`src/rtl/core/llf_pkg.sv`:
```
// ----------------------------------------------------------------------------
// llf_pkg
// Shared types and constants of the LOAS/LATM framer: controller states,
// header field codes, packer commands, status codes and register map.
// ----------------------------------------------------------------------------
package llf_pkg;

    localparam int MAX_FRAME_BYTES = 8191;
    localparam int ASC_MAX_BITS    = 64;

    localparam int SIZE_W  = 13;
    localparam int LEN_W   = 14;
    localparam int RUNS_W  = 6;
    localparam int ALEN_W  = 7;
    localparam int FC_W    = 16;

    localparam logic [7:0]        LOAS_SYNC0     = 8'h56;
    localparam logic [2:0]        LOAS_SYNC1_HI  = 3'h7;
    localparam logic [LEN_W-1:0]  LOAS_LEN_MAX   = 14'h1fff;
    localparam logic [7:0]        ADTS_SYNC_BYTE = 8'hff;
    localparam logic [3:0]        ADTS_SYNC_NIB  = 4'hf;
    localparam logic [7:0]        DSE_ID_MASK    = 8'he1;
    localparam logic [7:0]        DSE_ID_VALUE   = 8'h81;
    localparam logic [7:0]        DSE_ALIGN_CLR  = 8'hfe;
    localparam logic [15:0]       MUX_INTERVAL_RST = 16'd20;

    // audioMuxVersion .. numLayer, MSB first
    localparam logic [14:0] SMC_HEAD      = 15'h2000;
    localparam int          SMC_HEAD_BITS = 15;
    // frameLengthType, buffer fullness, otherDataPresent, crcCheckPresent
    localparam logic [12:0] SMC_TAIL      = 13'h03fc;
    localparam int          SMC_TAIL_BITS = 13;
    // header bits in front of the payload length info when the config is sent,
    // plus 7 for rounding up to bytes
    localparam logic [ALEN_W-1:0] SMC_FIXED_ROUND = 7'd36;

    localparam int MOD_STEPS = 17;

    // register indexes (byte address / 8)
    localparam logic [1:0] REG_MUX_INTERVAL = 2'd0;
    localparam logic [1:0] REG_ASC_BITS     = 2'd1;
    localparam logic [1:0] REG_ASC_LENGTH   = 2'd2;

    // result status codes
    localparam logic [1:0] ST_OK   = 2'd0;
    localparam logic [1:0] ST_ADTS = 2'd1;
    localparam logic [1:0] ST_SIZE = 2'd2;

    // input operation codes
    localparam logic OP_START   = 1'b0;
    localparam logic OP_PAYLOAD = 1'b1;

    typedef enum logic [3:0] {
        S_IDLE,
        S_CHECK,
        S_MODW,
        S_LEN,
        S_SYNC0,
        S_SYNC1,
        S_SYNC2,
        S_HDR,
        S_PAD,
        S_PAYLOAD,
        S_TAIL,
        S_STATUS
    } t_state;

    typedef enum logic [2:0] {
        F_USE,
        F_FIX,
        F_ASC,
        F_TAIL,
        F_FF,
        F_REM,
        F_DONE
    } t_field;

    typedef enum logic [2:0] {
        PK_NONE,
        PK_CLEAR,
        PK_BIT,
        PK_DATA,
        PK_FLUSH
    } t_pk_cmd;

    typedef struct packed {
        logic load;
        logic step;
    } t_seq_cmd;

    typedef struct packed {
        logic pend;
        logic full7;
    } t_pk_stat;

endpackage

```
`src/rtl/core/llf_mod_unit.sv`:
```
// ----------------------------------------------------------------------------
// llf_mod_unit
// Bit-serial restoring remainder: one dividend bit per cycle.
// ----------------------------------------------------------------------------
module llf_mod_unit
    import llf_pkg::*;
(
    input  logic        i_clk,
    input  logic        i_rst_n,
    input  logic        i_start,
    input  logic [16:0] i_dividend,
    input  logic [15:0] i_divisor,
    output logic        o_busy,
    output logic [15:0] o_rem
);

    logic        r_busy;
    logic [4:0]  r_step;
    logic [16:0] r_dvd;
    logic [15:0] r_rem;
    logic [15:0] r_div;
    logic [16:0] trial;
    logic [15:0] n_rem;

    always_comb begin
        trial = {r_rem, r_dvd[16]};
        if (trial >= {1'b0, r_div}) begin
            n_rem = 16'(trial - {1'b0, r_div});
        end else begin
            n_rem = trial[15:0];
        end
    end

    always_ff @(posedge i_clk) begin
        if (!i_rst_n) begin
            r_busy <= 1'b0;
            r_step <= '0;
        end else if (i_start) begin
            r_busy <= 1'b1;
            r_step <= 5'(MOD_STEPS - 1);
        end else if (r_busy) begin
            r_step <= r_step - 5'd1;
            if (r_step == '0) begin
                r_busy <= 1'b0;
            end
        end
    end

    always_ff @(posedge i_clk) begin
        if (i_start) begin
            r_dvd <= i_dividend;
            r_div <= i_divisor;
            r_rem <= '0;
        end else if (r_busy) begin
            r_dvd <= {r_dvd[15:0], 1'b0};
            r_rem <= n_rem;
        end
    end

    assign o_busy = r_busy;
    assign o_rem  = r_rem;

endmodule

```
`src/rtl/core/llf_bit_seq.sv`:
```
// ----------------------------------------------------------------------------
// llf_bit_seq
// AudioMuxElement header bit source: walks the header fields and shifts
// them out MSB first, one bit per step.
// ----------------------------------------------------------------------------
module llf_bit_seq
    import llf_pkg::*;
(
    input  logic              i_clk,
    input  logic              i_rst_n,
    input  t_seq_cmd          i_cmd,
    input  logic              i_smc,
    input  logic [ALEN_W-1:0] i_alen,
    input  logic [63:0]       i_asc,
    input  logic [RUNS_W-1:0] i_runs,
    input  logic [7:0]        i_rem,
    output logic              o_bit,
    output logic              o_last
);

    t_field            r_field;
    logic [63:0]       r_sr;
    logic [ALEN_W-1:0] r_cnt;
    logic [RUNS_W-1:0] r_runs;

    t_field            n_field;
    logic [63:0]       n_sr;
    logic [ALEN_W-1:0] n_cnt;
    logic [RUNS_W-1:0] n_runs;

    // pick the field that follows the current one, skipping empty ones
    always_comb begin
        n_runs = r_runs;
        case (r_field)
            F_USE: begin
                if (i_smc) begin
                    n_field = F_FIX;
                end else if (r_runs != '0) begin
                    n_field = F_FF;
                end else begin
                    n_field = F_REM;
                end
            end
            F_FIX:  n_field = (i_alen != '0) ? F_ASC : F_TAIL;
            F_ASC:  n_field = F_TAIL;
            F_TAIL: n_field = (r_runs != '0) ? F_FF : F_REM;
            F_FF: begin
                n_runs  = r_runs - RUNS_W'(1);
                n_field = (n_runs != '0) ? F_FF : F_REM;
            end
            default: n_field = F_DONE;
        endcase

        case (n_field)
            F_FIX: begin
                n_sr  = {SMC_HEAD, 49'b0};
                n_cnt = ALEN_W'(SMC_HEAD_BITS);
            end
            F_ASC: begin
                n_sr  = i_asc;
                n_cnt = i_alen;
            end
            F_TAIL: begin
                n_sr  = {SMC_TAIL, 51'b0};
                n_cnt = ALEN_W'(SMC_TAIL_BITS);
            end
            F_FF: begin
                n_sr  = {8'hff, 56'b0};
                n_cnt = ALEN_W'(8);
            end
            F_REM: begin
                n_sr  = {i_rem, 56'b0};
                n_cnt = ALEN_W'(8);
            end
            default: begin
                n_sr  = '0;
                n_cnt = ALEN_W'(1);
            end
        endcase
    end

    always_ff @(posedge i_clk) begin
        if (!i_rst_n) begin
            r_field <= F_DONE;
        end else if (i_cmd.load) begin
            r_field <= F_USE;
        end else if (i_cmd.step && r_cnt == ALEN_W'(1)) begin
            r_field <= n_field;
        end
    end

    always_ff @(posedge i_clk) begin
        if (i_cmd.load) begin
            r_sr   <= {~i_smc, 63'b0};
            r_cnt  <= ALEN_W'(1);
            r_runs <= i_runs;
        end else if (i_cmd.step) begin
            if (r_cnt == ALEN_W'(1)) begin
                r_sr   <= n_sr;
                r_cnt  <= n_cnt;
                r_runs <= n_runs;
            end else begin
                r_sr  <= {r_sr[62:0], 1'b0};
                r_cnt <= r_cnt - ALEN_W'(1);
            end
        end
    end

    assign o_bit  = r_sr[63];
    assign o_last = (r_field == F_REM) && (r_cnt == ALEN_W'(1));

endmodule

```
`src/rtl/core/llf_byte_pack.sv`:
```
// ----------------------------------------------------------------------------
// llf_byte_pack
// Bit accumulator: packs header bits into bytes and realigns payload bytes
// behind the pending header bits.
// ----------------------------------------------------------------------------
module llf_byte_pack
    import llf_pkg::*;
(
    input  logic       i_clk,
    input  logic       i_rst_n,
    input  t_pk_cmd    i_cmd,
    input  logic       i_bit,
    input  logic [7:0] i_data,
    output logic [7:0] o_byte,
    output logic       o_emit,
    output t_pk_stat   o_stat
);

    logic [6:0]  r_acc;
    logic [2:0]  r_cnt;
    logic [6:0]  n_acc;
    logic [2:0]  n_cnt;
    logic [14:0] merged;
    logic [7:0]  keep_mask;

    always_comb begin
        n_acc     = r_acc;
        n_cnt     = r_cnt;
        o_byte    = 8'h00;
        o_emit    = 1'b0;
        merged    = '0;
        keep_mask = ~(8'hff << r_cnt);
        case (i_cmd)
            PK_CLEAR: begin
                n_acc = '0;
                n_cnt = '0;
            end
            PK_BIT: begin
                if (r_cnt == 3'd7) begin
                    o_byte = {r_acc, i_bit};
                    o_emit = 1'b1;
                    n_acc  = '0;
                    n_cnt  = '0;
                end else begin
                    n_acc = {r_acc[5:0], i_bit};
                    n_cnt = r_cnt + 3'd1;
                end
            end
            PK_DATA: begin
                merged = {r_acc, i_data} >> r_cnt;
                o_byte = merged[7:0];
                o_emit = 1'b1;
                n_acc  = 7'(i_data & keep_mask);
            end
            PK_FLUSH: begin
                // zero padding up to the byte boundary
                merged = {r_acc, 8'h00} >> r_cnt;
                o_byte = merged[7:0];
                o_emit = (r_cnt != '0);
                n_acc  = '0;
                n_cnt  = '0;
            end
            default: begin
                n_acc = r_acc;
            end
        endcase
    end

    always_ff @(posedge i_clk) begin
        if (!i_rst_n) begin
            r_acc <= '0;
            r_cnt <= '0;
        end else begin
            r_acc <= n_acc;
            r_cnt <= n_cnt;
        end
    end

    assign o_stat.pend  = (r_cnt != '0);
    assign o_stat.full7 = (r_cnt == 3'd7);

endmodule

```
`src/rtl/core/loas_latm_framer_core.sv`:
```
// ----------------------------------------------------------------------------
// loas_latm_framer_core
// Wraps raw AAC frames into LOAS/LATM with an APB register port.
// ----------------------------------------------------------------------------
// A frame is one start transfer (tuser 0) carrying the payload length and the
// first two payload bytes, followed by that many payload transfers (tuser 1).
// A start transfer first runs the checks and the mux-interval counter
// update (a bit-serial remainder unit), then sends the sync header, and then
// the AudioMuxElement header one bit per cycle while the output is not stalled:
// 9 to 265 bits for the stream mux flag and the length info plus 28 to 92
// for the mux config when it is sent. Payload transfers then pass at one
// per cycle while the output is not stalled, shifted behind the pending
// header bits; the last one may add one padding byte. Rejected frames give a
// single transfer with tlast set and the reason in tuser. Each output
// transfer sits in an output register, so a stall on the master side holds
// the block without losing data. No clearing pass follows reset.
// ----------------------------------------------------------------------------
module loas_latm_framer_core
    import llf_pkg::*;
(
    input  logic        i_clk,
    input  logic        i_rst_n,
    // slave stream
    input  logic        i_s_tvalid,
    output logic        o_s_tready,
    // [12:0] frame_length, [20:13] lead_byte_zero, [28:21] lead_byte_one,
    // [36:29] data_byte, [39:37] zero
    input  logic [39:0] i_s_tdata,
    // [0] operation
    input  logic        i_s_tuser,
    // master stream
    output logic        o_m_tvalid,
    input  logic        i_m_tready,
    // [7:0] out_byte
    output logic [7:0]  o_m_tdata,
    output logic        o_m_tlast,
    // [1:0] status
    output logic [1:0]  o_m_tuser,
    // register port
    input  logic        i_psel,
    input  logic        i_penable,
    input  logic        i_pwrite,
    input  logic [4:0]  i_paddr,
    input  logic [63:0] i_pwdata,
    output logic [63:0] o_prdata,
    output logic        o_pready
);

    // configuration
    logic [15:0]       r_mux_interval;
    logic [63:0]       r_asc_bits;
    logic [ALEN_W-1:0] r_asc_length;
    logic              cfg_wr;

    // control and frame state
    t_state            r_state;
    t_state            n_state;
    logic [FC_W-1:0]   r_fc;
    logic [SIZE_W-1:0] r_size;
    logic [7:0]        r_b0;
    logic [7:0]        r_b1;
    logic              r_first;
    logic [SIZE_W-1:0] r_left;
    logic              r_smc;
    logic [RUNS_W-1:0] r_q;
    logic [3:0]        r_hb;
    logic [7:0]        r_rem;
    logic [SIZE_W-1:0] r_len;
    logic [1:0]        r_status;

    // output register
    logic              r_out_valid;
    logic [7:0]        r_out_byte;
    logic              r_out_end;
    logic [1:0]        r_out_status;

    // datapath helpers
    logic              in_acc;
    logic              in_start;
    logic              in_pay;
    logic              out_free;
    logic              is_adts;
    logic              is_big;
    logic [ALEN_W-1:0] alen;
    logic [15:0]       mod_div;
    logic [LEN_W-1:0]  q_sum;
    logic [LEN_W-1:0]  len_calc;
    logic [LEN_W-1:0]  rem_calc;
    logic [7:0]        pay_byte;

    // sub-unit controls
    t_seq_cmd          seq_cmd;
    logic              seq_bit;
    logic              seq_last;
    t_pk_cmd           pk_cmd;
    logic [7:0]        pk_byte;
    logic              pk_emit;
    t_pk_stat          pk_stat;
    logic              mod_start;
    logic              mod_busy;
    logic [15:0]       mod_rem;

    // output controls
    logic              ld;
    logic [7:0]        ld_byte;
    logic              ld_end;
    logic [1:0]        ld_status;

    // ---------------- register port ----------------
    assign o_pready = 1'b1;
    assign cfg_wr   = i_psel && i_penable && i_pwrite && o_pready;

    always_ff @(posedge i_clk) begin
        if (!i_rst_n) begin
            r_mux_interval <= MUX_INTERVAL_RST;
            r_asc_bits     <= '0;
            r_asc_length   <= '0;
        end else if (cfg_wr) begin
            case (i_paddr[4:3])
                REG_MUX_INTERVAL: r_mux_interval <= i_pwdata[15:0];
                REG_ASC_BITS:     r_asc_bits     <= i_pwdata;
                REG_ASC_LENGTH:   r_asc_length   <= i_pwdata[ALEN_W-1:0];
                default:          r_asc_length   <= r_asc_length;
            endcase
        end
    end

    always_comb begin
        case (i_paddr[4:3])
            REG_MUX_INTERVAL: o_prdata = {48'b0, r_mux_interval};
            REG_ASC_BITS:     o_prdata = r_asc_bits;
            REG_ASC_LENGTH:   o_prdata = {57'b0, r_asc_length};
            default:          o_prdata = '0;
        endcase
    end

    // ---------------- datapath ----------------
    assign out_free = !r_out_valid || i_m_tready;
    assign in_acc   = i_s_tvalid && o_s_tready;
    assign in_start = in_acc && (i_s_tuser == OP_START);
    assign in_pay   = in_acc && (i_s_tuser == OP_PAYLOAD);

    assign is_adts = (r_size > SIZE_W'(2)) && (r_b0 == ADTS_SYNC_BYTE)
                     && (r_b1[7:4] == ADTS_SYNC_NIB);
    assign is_big  = (r_size > SIZE_W'(MAX_FRAME_BYTES));
    assign alen    = (r_asc_length > ALEN_W'(ASC_MAX_BITS)) ? ALEN_W'(ASC_MAX_BITS)
                                                            : r_asc_length;
    assign mod_div = (r_mux_interval == '0) ? 16'd1 : r_mux_interval;

    // size / 255 without a divider, exact for the 13-bit range
    assign q_sum    = LEN_W'(r_size) + LEN_W'(r_size[SIZE_W-1:8]) + LEN_W'(1);
    assign len_calc = LEN_W'(r_size) + LEN_W'(r_q) + LEN_W'(1) + LEN_W'(r_hb);
    assign rem_calc = LEN_W'(r_size) + LEN_W'(r_q) - {r_q, 8'b0};

    assign pay_byte = i_s_tdata[36:29] & (r_first ? DSE_ALIGN_CLR : 8'hff);

    always_ff @(posedge i_clk) begin
        if (in_start) begin
            r_size  <= i_s_tdata[12:0];
            r_b0    <= i_s_tdata[20:13];
            r_b1    <= i_s_tdata[28:21];
            r_first <= ((i_s_tdata[20:13] & DSE_ID_MASK) == DSE_ID_VALUE);
            r_left  <= i_s_tdata[12:0];
        end else if (in_pay && r_state == S_PAYLOAD) begin
            r_first <= 1'b0;
            r_left  <= r_left - SIZE_W'(1);
        end
        if (r_state == S_CHECK) begin
            r_q      <= q_sum[LEN_W-1:8];
            r_smc    <= (r_fc == '0);
            r_hb     <= (r_fc == '0) ? 4'((alen + SMC_FIXED_ROUND) >> 3) : 4'd1;
            r_status <= is_adts ? ST_ADTS : ST_SIZE;
        end
        if (r_state == S_LEN) begin
            r_rem <= rem_calc[7:0];
            r_len <= len_calc[SIZE_W-1:0];
        end
    end

    always_ff @(posedge i_clk) begin
        if (!i_rst_n) begin
            r_fc <= '0;
        end else if (r_state == S_MODW && !mod_busy) begin
            r_fc <= mod_rem;
        end
    end

    // ---------------- sub-units ----------------
    llf_mod_unit u_mod (
        .i_clk      (i_clk),
        .i_rst_n    (i_rst_n),
        .i_start    (mod_start),
        .i_dividend (17'(r_fc) + 17'd1),
        .i_divisor  (mod_div),
        .o_busy     (mod_busy),
        .o_rem      (mod_rem)
    );

    llf_bit_seq u_seq (
        .i_clk   (i_clk),
        .i_rst_n (i_rst_n),
        .i_cmd   (seq_cmd),
        .i_smc   (r_smc),
        .i_alen  (alen),
        .i_asc   (r_asc_bits),
        .i_runs  (r_q),
        .i_rem   (r_rem),
        .o_bit   (seq_bit),
        .o_last  (seq_last)
    );

    llf_byte_pack u_pack (
        .i_clk   (i_clk),
        .i_rst_n (i_rst_n),
        .i_cmd   (pk_cmd),
        .i_bit   (seq_bit),
        .i_data  (pay_byte),
        .o_byte  (pk_byte),
        .o_emit  (pk_emit),
        .o_stat  (pk_stat)
    );

    // ---------------- controller: next state ----------------
    always_comb begin
        n_state = r_state;
        case (r_state)
            S_IDLE: begin
                if (in_start) begin
                    n_state = S_CHECK;
                end
            end
            S_CHECK: n_state = (is_adts || is_big) ? S_STATUS : S_MODW;
            S_MODW: begin
                if (!mod_busy) begin
                    n_state = S_LEN;
                end
            end
            S_LEN: n_state = (len_calc > LOAS_LEN_MAX) ? S_STATUS : S_SYNC0;
            S_SYNC0: if (out_free) begin
                n_state = S_SYNC1;
            end
            S_SYNC1: if (out_free) begin
                n_state = S_SYNC2;
            end
            S_SYNC2: if (out_free) begin
                n_state = S_HDR;
            end
            S_HDR: begin
                if (out_free && seq_last) begin
                    if (r_size != '0) begin
                        n_state = S_PAYLOAD;
                    end else if (pk_stat.full7) begin
                        n_state = S_IDLE;
                    end else begin
                        n_state = S_PAD;
                    end
                end
            end
            S_PAYLOAD: begin
                if (in_start) begin
                    n_state = S_CHECK;
                end else if (in_pay && r_left == SIZE_W'(1)) begin
                    n_state = pk_stat.pend ? S_TAIL : S_IDLE;
                end
            end
            S_PAD, S_TAIL, S_STATUS: begin
                if (out_free) begin
                    n_state = S_IDLE;
                end
            end
            default: n_state = S_IDLE;
        endcase
    end

    // ---------------- controller: outputs ----------------
    always_comb begin
        o_s_tready = 1'b0;
        seq_cmd    = '0;
        pk_cmd     = PK_NONE;
        mod_start  = 1'b0;
        ld         = 1'b0;
        ld_byte    = 8'h00;
        ld_end     = 1'b0;
        ld_status  = ST_OK;
        case (r_state)
            S_IDLE: begin
                o_s_tready = 1'b1;
                if (in_start) begin
                    pk_cmd = PK_CLEAR;
                end
            end
            S_CHECK: mod_start = !(is_adts || is_big);
            S_LEN: seq_cmd.load = 1'b1;
            S_SYNC0: begin
                ld      = out_free;
                ld_byte = LOAS_SYNC0;
            end
            S_SYNC1: begin
                ld      = out_free;
                ld_byte = {LOAS_SYNC1_HI, r_len[12:8]};
            end
            S_SYNC2: begin
                ld      = out_free;
                ld_byte = r_len[7:0];
            end
            S_HDR: begin
                if (out_free) begin
                    seq_cmd.step = 1'b1;
                    pk_cmd       = PK_BIT;
                    ld           = pk_emit;
                    ld_byte      = pk_byte;
                    ld_end       = seq_last && (r_size == '0);
                end
            end
            S_PAYLOAD: begin
                o_s_tready = out_free;
                if (in_start) begin
                    pk_cmd = PK_CLEAR;
                end else if (in_pay) begin
                    pk_cmd  = PK_DATA;
                    ld      = 1'b1;
                    ld_byte = pk_byte;
                    ld_end  = (r_left == SIZE_W'(1)) && !pk_stat.pend;
                end
            end
            S_PAD, S_TAIL: begin
                if (out_free) begin
                    pk_cmd  = PK_FLUSH;
                    ld      = 1'b1;
                    ld_byte = pk_byte;
                    ld_end  = 1'b1;
                end
            end
            S_STATUS: begin
                ld        = out_free;
                ld_end    = 1'b1;
                ld_status = r_status;
            end
            default: o_s_tready = 1'b0;
        endcase
    end

    always_ff @(posedge i_clk) begin
        if (!i_rst_n) begin
            r_state     <= S_IDLE;
            r_out_valid <= 1'b0;
        end else begin
            r_state <= n_state;
            if (ld) begin
                r_out_valid <= 1'b1;
            end else if (i_m_tready) begin
                r_out_valid <= 1'b0;
            end
        end
    end

    always_ff @(posedge i_clk) begin
        if (ld) begin
            r_out_byte   <= ld_byte;
            r_out_end    <= ld_end;
            r_out_status <= ld_status;
        end
    end

    assign o_m_tvalid = r_out_valid;
    assign o_m_tdata  = r_out_byte;
    assign o_m_tlast  = r_out_end;
    assign o_m_tuser  = r_out_status;

    // ---------------- assertions ----------------
    ap_status_shape: assert property (@(posedge i_clk) disable iff (!i_rst_n)
        (o_m_tvalid && o_m_tuser != ST_OK) |-> (o_m_tlast && o_m_tdata == 8'h00))
        else $error("rejection transfer without tlast or with nonzero data");

    ap_payload_left: assert property (@(posedge i_clk) disable iff (!i_rst_n)
        (r_state == S_PAYLOAD) |-> (r_left != '0))
        else $error("payload phase with no bytes left");

    ap_mod_done: assert property (@(posedge i_clk) disable iff (!i_rst_n)
        (r_state == S_LEN) |-> (!mod_busy && $past(r_state) == S_MODW))
        else $error("length check entered before counter update finished");

    ap_no_overwrite: assert property (@(posedge i_clk) disable iff (!i_rst_n)
        (r_out_valid && !i_m_tready) |-> !ld)
        else $error("output register loaded while stalled");

endmodule
```
`config.mk`:
```
export PLATFORM = sky130hd
export DESIGN_NAME = loas_latm_framer_core
export DESIGN_NICKNAME = d
export VERILOG_FILES = /design/src/rtl/core/llf_pkg.sv /design/src/rtl/core/llf_mod_unit.sv /design/src/rtl/core/llf_bit_seq.sv /design/src/rtl/core/llf_byte_pack.sv /design/src/rtl/core/loas_latm_framer_core.sv
export SDC_FILE = /design/constraint.sdc
export NUM_CORES = 1
export LEC_CHECK = 0
export BUFFER_PORTS_ARGS = -buffer_cell sky130_fd_sc_hd__buf_2
export CORE_ASPECT_RATIO = 1.4
export CORE_MARGIN = 4
export CORE_UTILIZATION = 50
export CTS_BUF_LIST = sky130_fd_sc_hd__clkbuf_8
export DETAILED_ROUTE_END_ITERATION = 8
export GPL_ROUTABILITY_DRIVEN = 0
export GPL_TIMING_DRIVEN = 1
export PLACE_DENSITY = 0.7
export SLEW_MARGIN = 10
export SYNTH_ARGS = -nofsm -noshare
export SYNTH_HDL_FRONTEND = slang
export SYNTH_HIERARCHICAL = 1
export SYNTH_SLANG_ARGS = --single-unit
```
`constraint.sdc`:
```
create_clock -name i_clk -period 5.6 [get_ports i_clk]
set_input_delay 1.68 -clock i_clk [delete_from_list [all_inputs] [get_ports i_clk]]
set_output_delay 1.68 -clock i_clk [all_outputs]
set_load 0.01 [all_outputs]
```
Yosys cells after proc, flatten, opt, wreduce, memory -nomap -nowiden --
Index checks and enable logic that the tools add are counted.
Word-level totals: memories kept 0, register bits after elaboration 341, memory bits (writable) 0, bits in latches 0, word-level logic and storage cells 239, memory bits (read-only) 0
Operators by class: reductions and logical operators 55, magnitude comparators 5, add/sub/neg operators 14, multiplexer cells 81, bitwise logic cells 6, div/mod/pow operators 0, equal/unequal tests 41, $mul 0, shift operators 3
Operator list (count):
- 64-bit case mux with 5 select lines | 1
- 64-bit 2-to-1 mux | 3
- 64-bit case mux with 3 select lines | 1
- 4-bit 2-to-1 mux | 14
- 4-bit case mux with 10 select lines | 1
- 8-bit case mux with 5 select lines | 1
- 17-bit 2-to-1 mux | 2
- 16-bit zero test | 2
- 8-bit 2-to-1 mux | 4
- 15-bit by 3-bit >> shifter with 8-bit output | 2
- 14-bit by 1-bit adder with 14-bit output, second input constant | 2
- 7-bit case mux with 4 select lines | 1
- 13-bit 2-to-1 mux | 2
- 4-bit equality test, second input constant | 6
- 6-bit 2-to-1 mux | 4
- 8-bit case mux with 3 select lines | 1
- 1-bit 2-to-1 mux | 23
- 7-bit 2-to-1 mux | 3
- 7-bit case mux with 3 select lines | 1
- 3-bit by 2-bit equality test with 1-bit output, second input constant | 6
- 3-bit equality test, second input constant | 6
- 16-bit by 1-bit adder with 17-bit output, second input constant | 1
- 17-bit by 16-bit >= comparator with 1-bit output | 1
- 4-bit by 3-bit equality test with 1-bit output, second input constant | 4
- 59 further kinds | 113

Longest topological paths before layout --
Gate-level depths: netlist of the first run.
depth after elaboration 13, mapped depth 21, depth with buffers taken out 18

By module --
The synthesis of the first run kept the hierarchy.
Modules (own cells, without submodules):
- loas_latm_framer_core | area each 9462.8 µm², instances 1, cells an instance 1067, sequential area each 4684.5 µm²
- llf_bit_seq | area each 3970.1 µm², instances 1, cells an instance 471, sequential area each 1671.6 µm²
- llf_mod_unit | area each 3265.6 µm², instances 1, cells an instance 321, sequential area each 1431.4 µm²
- llf_byte_pack | area each 1102.3 µm², instances 1, cells an instance 134, sequential area each 200.2 µm²

Worst setup path before layout of the first run --
OpenSTA, ideal clock, no wires.
path type input port to flip-flop, from in i_m_tready, to reg r_out_byte[0] (netlist: o_m_tdata[0]), enable pin, slack 0.723 ns, buffers on the path 2, library setup time 0.399 ns, data arrival time 4.478 ns, cell stages on the path 17, cells stage by stage nand2b_1 > a31oi_1 > nor3_1 > nand2_1 > nand2_1 > buf_2 > nor2_1 > and3_1 > clkbuf_1 > a21oi_1 > nand2_1 > nor2_1 > nand2_1 > o21ai_0 > nand2_1 > o211ai_1 > a21boi_0
On the way: cells in the longest elaborated chain, start to end 11, elaborated cells on any way between the ends 20, those cells by class eq/ne: 3; mux: 13; reduce/logical: 4
RTL lines:
- start, declared | RTL line loas_latm_framer_core.sv:33 | input logic i_m_tready,
- 1-bit logical OR * | RTL line loas_latm_framer_core.sv:138 | assign out_free = !r_out_valid || i_m_tready;
- 1-bit case mux with 2 select lines * | RTL line loas_latm_framer_core.sv:285 | case (r_state)
- 1-bit logical AND * | RTL line loas_latm_framer_core.sv:139 | assign in_acc = i_s_tvalid && o_s_tready;
- 1-bit logical AND | RTL line loas_latm_framer_core.sv:141 | assign in_pay = in_acc && (i_s_tuser == OP_PAYLOAD);
- 2-bit 2-to-1 mux | RTL line loas_latm_framer_core.sv:319 | end else if (in_pay) begin
- 2-bit 2-to-1 mux | RTL line loas_latm_framer_core.sv:317 | if (in_start) begin
- 3-bit case mux with 4 select lines * | RTL line loas_latm_framer_core.sv:285
- net pk_cmd[0] | RTL line loas_latm_framer_core.sv:95 | t_pk_cmd pk_cmd;
- 3-bit equality test / 3-bit by 2-bit equality test with 1-bit output (equally long branches) | RTL line llf_byte_pack.sv:33 | case (i_cmd)
- 1-bit case mux with 3 select lines * | RTL line llf_byte_pack.sv:33
- net pk_emit | RTL line loas_latm_framer_core.sv:97 | logic pk_emit;
- 1-bit 2-to-1 mux * | RTL line loas_latm_framer_core.sv:307 | if (out_free) begin
- 1-bit case mux with 4 select lines * | RTL line loas_latm_framer_core.sv:285
- net ld | RTL line loas_latm_framer_core.sv:104 | logic ld;
- end signal, assigned | RTL line loas_latm_framer_core.sv:359 | r_out_byte <= ld_byte;
- end, declared | RTL line loas_latm_framer_core.sv:73 | logic [7:0] r_out_byte;
The timed path passes the listed nets; every way through them passes the cells marked *. A chain may end at the register's enable or synchronous reset.

Worst setup path after layout of the first run --
from in i_paddr[4], to out o_prdata[0]
On the way: cells in the longest elaborated chain, start to end 2, elaborated cells on any way between the ends 4, those cells by class eq/ne: 2; mux: 1; reduce/logical: 1
RTL lines:
- start, declared | RTL line loas_latm_framer_core.sv:43 | input logic [4:0] i_paddr,
- 2-bit equality test, or another cell as far along | RTL line loas_latm_framer_core.sv:129 | case (i_paddr[4:3])
- 64-bit case mux with 3 select lines * | RTL line loas_latm_framer_core.sv:129
- end, declared | RTL line loas_latm_framer_core.sv:45 | output logic [63:0] o_prdata,
Mark *: on every way between the ends. The rest lies on a longest branch, timed or not.

==> results.md, run 1 <==
* Hold_sp: u_seq/r_sr[53]
* FF-to-FF End: o_m_tdata[0]
* Worst-Skew Late Latency at 610 ps
* Yosys warns at 6
* Total GRT Usage at 0.221
* Syn_nets at 2162
* Final period utilization at 0.830
* Max-cap viol count at 0
* Layout cells sized above 1 at 0.168
* Post-CTS Setup Bufs at 0
* RSZ-0062 raised after global routing: no
* FF-to-FF Start: r_state[0]
* Vias in the first global route at 14800
* Aggregate routed wire length at 44500 µm
* Fin area at 20000 µm²
* Fraction of registers with async set/reset at 0
* Sequential power share at 0.421
* Fillers at 3214
* Most frequent cells in the layout: nand2_1 (314), dfxtp_1 (213), buf_2 (183)
* First-pass GRT wire length at 72700 µm
* Clock sink count at 337
* CP startpoint kind: input pin
* Yosys cell types at 99
* Remaining Overflow, GRT at 0
* DP Area at 18800 µm²
* CTS tree: built
* Multi-input gate area at 8970 µm²
* NumNets Final at 2269
* Antenna violations before repair at 0
* Die Ht at 231 µm
* Clk slew on worst S/H paths at 70 ps
* HP Class: flip-flop to flip-flop
* Vias at 15100
* Clock power frac at 0.283
* Util after Layout at 0.571
* Synthesized area at 17800 µm²
* Worst hold slack at 467 ps
* Hold EP: u_seq/r_sr[54]
* Setup Crit Path Kind: input pin to output port
* Status: complete, no violations
* Initial drt markers at 1036
* Power Internal at 0.00541 W
* Commonest non-fill, non-tap cell in the layout: nand2_1
* Cts hold-fix bufs at 0
* EDFF count, synth at 124
* R2R Setup Slk at 1480 ps
* Synth Instances at 1993
* Reg2reg path depth at 15
* Synth Area per Inst at 8.93 µm²
* Pre-Repair DR Iteration Count at 5
* Critical Path Sink Type: output port
* H-Tree Level Count at 2
* Routed WL per cell at 17.1 µm
* I/O pin cnt at 195
* Logic pwr share at 0.297
* Relative slew slack at 0.161
* Largest net degree at the start of global routing at 76
* Sw frac at 0.341
* F_max at 215 MHz
* Final Slew Violations at 0
* Register Area at 7990 µm²
* Worst clock skew at 29.2 ps
* PortBufs at 183
* Site Rows at 81
* Seq cells post-synth at 337
* CP Data Required Time at 3920 ps
* Resized Gates After CTS at 0
* Hold Vio Cnt, Final at 0
* Proportion of synthesized chip area in sequential cells at 0.449
* # setup viols final at 0
* VDD IR-drop max at 0.193 mV
* P&R area growth vs syn at 12.5%
* Synth Flop Type: dfxtp_1
* Critical-path maximum fanout at 56
* Setup ws final at 952 ps
* Core ar. at 35100 µm²
* Sw Pwr at 0.00279 W
* Vias per Instance at 5.82
* Setup_tns at 0 ps
* Number of clock buffers inserted by TritonCTS at 52
* Final HPWL DP at 31000 µm
* Setup WS pre-CTS at 668 ps
* ANT nets after route at 0
* Worst slew pin tran at 1240 ps
* Post-route DRC at 0
* Hold Path Cell Cnt at 2
* Worst EP arrival at 2970 ps
* Initial core utilization at 0.508
* Die area at 38700 µm²
* DIE WIDTH at 167 µm
* CTS Root Cell: clkbuf_8
* Power per cell area at 409 nW/µm²
* Fin crit period at 4650 ps
* Leak pwr at 7.65 nW
* Max clock buf depth at 3
==> cells by family after synthesis <==
family / count (synthesis) / synth area share
xor gates and xnor gates: 66 / 0.0325
AOI/OAI and AO/OA: 481 / 0.184
buffers and inverters: 216 / 0.0491
muxes: 50 / 0.0344
and+or+nand+nor: 790 / 0.213
DFF: 337 / 0.449
other: 1 / 0.000211
adders and majority gates: 52 / 0.0378
==> state kept, by name, summed over array words and instances (netlist names), 8 cells and up <==
signal	count
u_mod/r_div	16
r_b0	8
r_len	13
u_mod/o_rem	16
o_m_tdata	8
r_size	13
r_asc_bits	64
u_mod/r_dvd	17
r_fc	16
r_left	13
u_seq/r_sr	64
r_rem	8
r_mux_interval	16
==> synth_stat cells (all sizes together) (15+ instances only) <==
master    n  share of area
a221oi   56          0.028
nor2b    27         0.0095
dfxtp   213           0.24
nor4     17         0.0068
a21oi   160          0.045
a211oi   20         0.0087
a31oi    19         0.0075
and2     59          0.021
clkbuf  121          0.026
ha       49          0.034
and3     15         0.0053
xnor2    39          0.019
or3      17         0.0063
inv      67          0.014
edfxtp  124           0.21
mux2i    23          0.013
nor3     81          0.024
mux2     20          0.013
nand3    39          0.012
o21a     15         0.0063
buf      28         0.0093
nor2    146          0.031
nand2b   18         0.0063
o31ai    17         0.0082
o21ai    75          0.021
nand4    15         0.0056
nand2   315          0.066
xor2     27          0.013
==> worst max-delay path: stages <==
cell     delay (ps)
buf_2           230
nor2b_2         150
buf_4           380
nand2_1         110
o21ai_0         190
buf_2           210
==> metal layers <==
layer,global-route usage,part of all wire,vias to the layer above
li1,-,-,7387
met1,0.265,0.41,7210
met2,0.397,0.51,416
met3,0.0309,0.045,112
met4,0.0883,0.035,0
met5,0,0,-
==> stage by stage <==
stage               std cells  total power (W)
floorplan                1993          0.00531
global placement         2502          0.00582
detailed placement       2502          0.00590
CTS                      2600          0.00824
global route             2600          0.00870
finish                   2601          0.00820
==> how the worst max path moves through the flow <==
stage	from	end	cells past startpoint
6_report	i_paddr[4]	o_prdata[0]	6
5_1_grt	i_paddr[4]	o_prdata[3]	6
4_1_cts	i_paddr[4]	o_prdata[0]	6
3_5_place_dp	i_m_tready	o_m_tdata[0]	17
3_3_place_gp	i_m_tready	o_m_tdata[7]	17
2_1_floorplan	i_m_tready	o_m_tdata[0]	17
==> cell type report <==
| type | instances | share of cell area |
|---|---|---|
| Multi-Input combinational cell | 1440 | 0.448 |
| Sequential cell | 337 | 0.399 |
| Timing Repair Buffer | 202 | 0.0528 |
| Clock buffer | 61 | 0.0419 |
| Tap cell | 456 | 0.0285 |
| Clock inverter | 37 | 0.0176 |
| Inverter | 67 | 0.0126 |
| Antenna cell | 1 | 0.000125 |
==> power by group through the flow <==
stage | combinational [W] | clock (W) | sequential [W]
after floorplan | 0.00196 | 0 | 0.00335
after global placement | 0.00234 | 0 | 0.00348
after detailed placement | 0.00241 | 0 | 0.00349
after CTS | 0.00242 | 0.00237 | 0.00344
after global routing | 0.00272 | 0.00248 | 0.00350
final | 0.00243 | 0.00232 | 0.00345
No activity file was read; power rests on OpenSTA's default activity.
==> run 2, diff against run 1 <==
--- a/config.mk
+++ b/config.mk
@@ -13,7 +13,7 @@
 export DETAILED_ROUTE_END_ITERATION = 8
 export GPL_ROUTABILITY_DRIVEN = 0
 export GPL_TIMING_DRIVEN = 1
-export PLACE_DENSITY = 0.7
+export PLACE_DENSITY = 0.72
 export SLEW_MARGIN = 10
 export SYNTH_ARGS = -nofsm -noshare
 export SYNTH_HDL_FRONTEND = slang
==> constraint.sdc (replaced) <==
create_clock -name i_clk -period 3.93 [get_ports i_clk]
set_input_delay 1.179 -clock i_clk [delete_from_list [all_inputs] [get_ports i_clk]]
set_output_delay 1.179 -clock i_clk [all_outputs]
set_load 0.01 [all_outputs]
==> run 2 against run 1 <==
Register-to-register slack worse by 890 ps. Clock skew grew 5.0 ps. Cell area is essentially flat. Sequential share of layout area barely moved. Non-clock buffer count is 19 higher. Via count rose by 0.46%. Flip-flop and latch count is the same.
==> results.md, run 2 (same netlist as run 1, synthesis figures left out) <==
* First-pass GRT wire length at 73200 µm
* Vias at 15200
* NumNets Final at 2288
* Critical Path Sink Type: output port
* Largest net degree at the start of global routing at 86
* DP Area at 19000 µm²
* Hold Vio Cnt, Final at 0
* CTS Root Cell: clkbuf_8
* Pre-Repair DR Iteration Count at 6
* RSZ-0062 raised after global routing: no
* Worst-Skew Late Latency at 610 ps
* Clk slew on worst S/H paths at 60 ps
* Layout cells sized above 1 at 0.169
* Post-route DRC at 0
* Max-cap viol count at 0
* Relative slew slack at 0.357
* Total GRT Usage at 0.222
* Vias in the first global route at 14900
* Worst hold slack at 465 ps
* Cts hold-fix bufs at 0
* Core ar. at 35100 µm²
* CP startpoint kind: input pin
* DIE WIDTH at 167 µm
* I/O pin cnt at 195
* Commonest non-fill, non-tap cell in the layout: nand2_1
* VDD IR-drop max at 0.320 mV
* Clock sink count at 337
* Final Slew Violations at 0
* Max clock buf depth at 3
* F_max at 281 MHz
* GR met1 Demand/Resource at 0.266
* Fin area at 20000 µm²
* CP max-delay cell: nor2b_2
* Setup Crit Path Kind: input pin to output port
* P&R area growth vs syn at 12.6%
* Number of clock buffers inserted by TritonCTS at 52
* Die area at 38700 µm²
* GR Layer Usage met3 at 0.0288
* Fin crit period at 3560 ps
* # setup viols final at 0
* Max incr delay on CP at 420 ps
* CP Data Required Time at 2750 ps
* CTS tree: built
* Resized Gates After CTS at 0
* Initial drt markers at 1271
* Initial core utilization at 0.508
* Remaining Overflow, GRT at 0
* Worst slew pin tran at 955 ps
* Power per cell area at 564 nW/µm²
* Top cell by count, worst path: buf_2
* Fillers at 3170
* Die Ht at 231 µm
* Vias per Instance at 5.81
* ANT nets after route at 0
* Final period utilization at 0.905
* Worst EP arrival at 2380 ps
* Top Usage Layer GRT: met2
* Worst clock skew at 34.2 ps
* Most frequent cells in the layout: nand2_1 (314), dfxtp_1 (213), buf_2 (183)
* Final HPWL DP at 31200 µm
* Status: complete, no violations
* Post-CTS Setup Bufs at 0
* HP Class: flip-flop to flip-flop
* Critical-path maximum fanout at 49
* Site Rows at 81
* CP cell instances: buf_2 > nor2b_2 > buf_12 > and2_1 > buf_2
* Routed WL per cell at 17.1 µm
* Setup_tns at 0 ps
* PortBufs at 183
* Largest registers: r_asc_bits x64, u_seq/r_sr x64, u_mod/r_dvd x17
* Antenna violations before repair at 1
* Met2 GRT Util at 0.398
* H-Tree Level Count at 2
* Leak pwr at 7.68 nW
* Aggregate routed wire length at 44800 µm
## run 2: critical path, delay by kind of cell
family                 cells  cell delay, ps
buffers and inverters      3             590
AND/OR/NAND/NOR            2             580
## run 2: area by class of cell
class	count	area, µm²	share of cell area
multi-input cells	1440	8970	0.447
flip-flops and latches	337	7990	0.398
repair buffers	221	1250	0.0624
clock buffers	62	853	0.0426
well taps	456	571	0.0285
inverters	67	251	0.0125
clock inverters	33	163	0.00811
diodes	1	2.50	0.000125
## run 2: routing by layer
metal | share of wire | vias to the layer above
li1 | - | 7414
met1 | 0.40 | 7171
met2 | 0.51 | 478
met3 | 0.050 | 132
met4 | 0.041 | 0
met5 | 0 | -
## run 2: stage by stage
stage	instances	total power [W]	setup WS, ps	util
CTS	2616	0.0114	385	0.572
global placement	2521	0.00835	112	0.543
finish	2617	0.0113	375	0.572
floorplan	1993	0.00756	91.7	-
global route	2617	0.0120	279	0.572
detailed placement	2521	0.00849	96.3	0.543
## run 2: where the power goes
group / switching (W) / total (W) / internal, W
sequential: 0.000487 / 0.00491 / 0.00442
clock: 0.00136 / 0.00285 / 0.00149
combinational: 0.00210 / 0.00355 / 0.00145
## run 2: path summary, 6_finish.rpt
| path | cells after the start | slack (ps) | endpoint | from |
|---|---|---|---|---|
| hold reg to reg | 2 | 460 | u_seq/r_sr[55] | u_seq/r_sr[54] |
| setup / recovery | 5 | 370 | o_prdata[54] | i_paddr[3] |
| hold / removal | 2 | 460 | u_seq/r_sr[55] | u_seq/r_sr[54] |
| setup reg to reg | 9 | 590 | r_len[11] | r_size[0] |
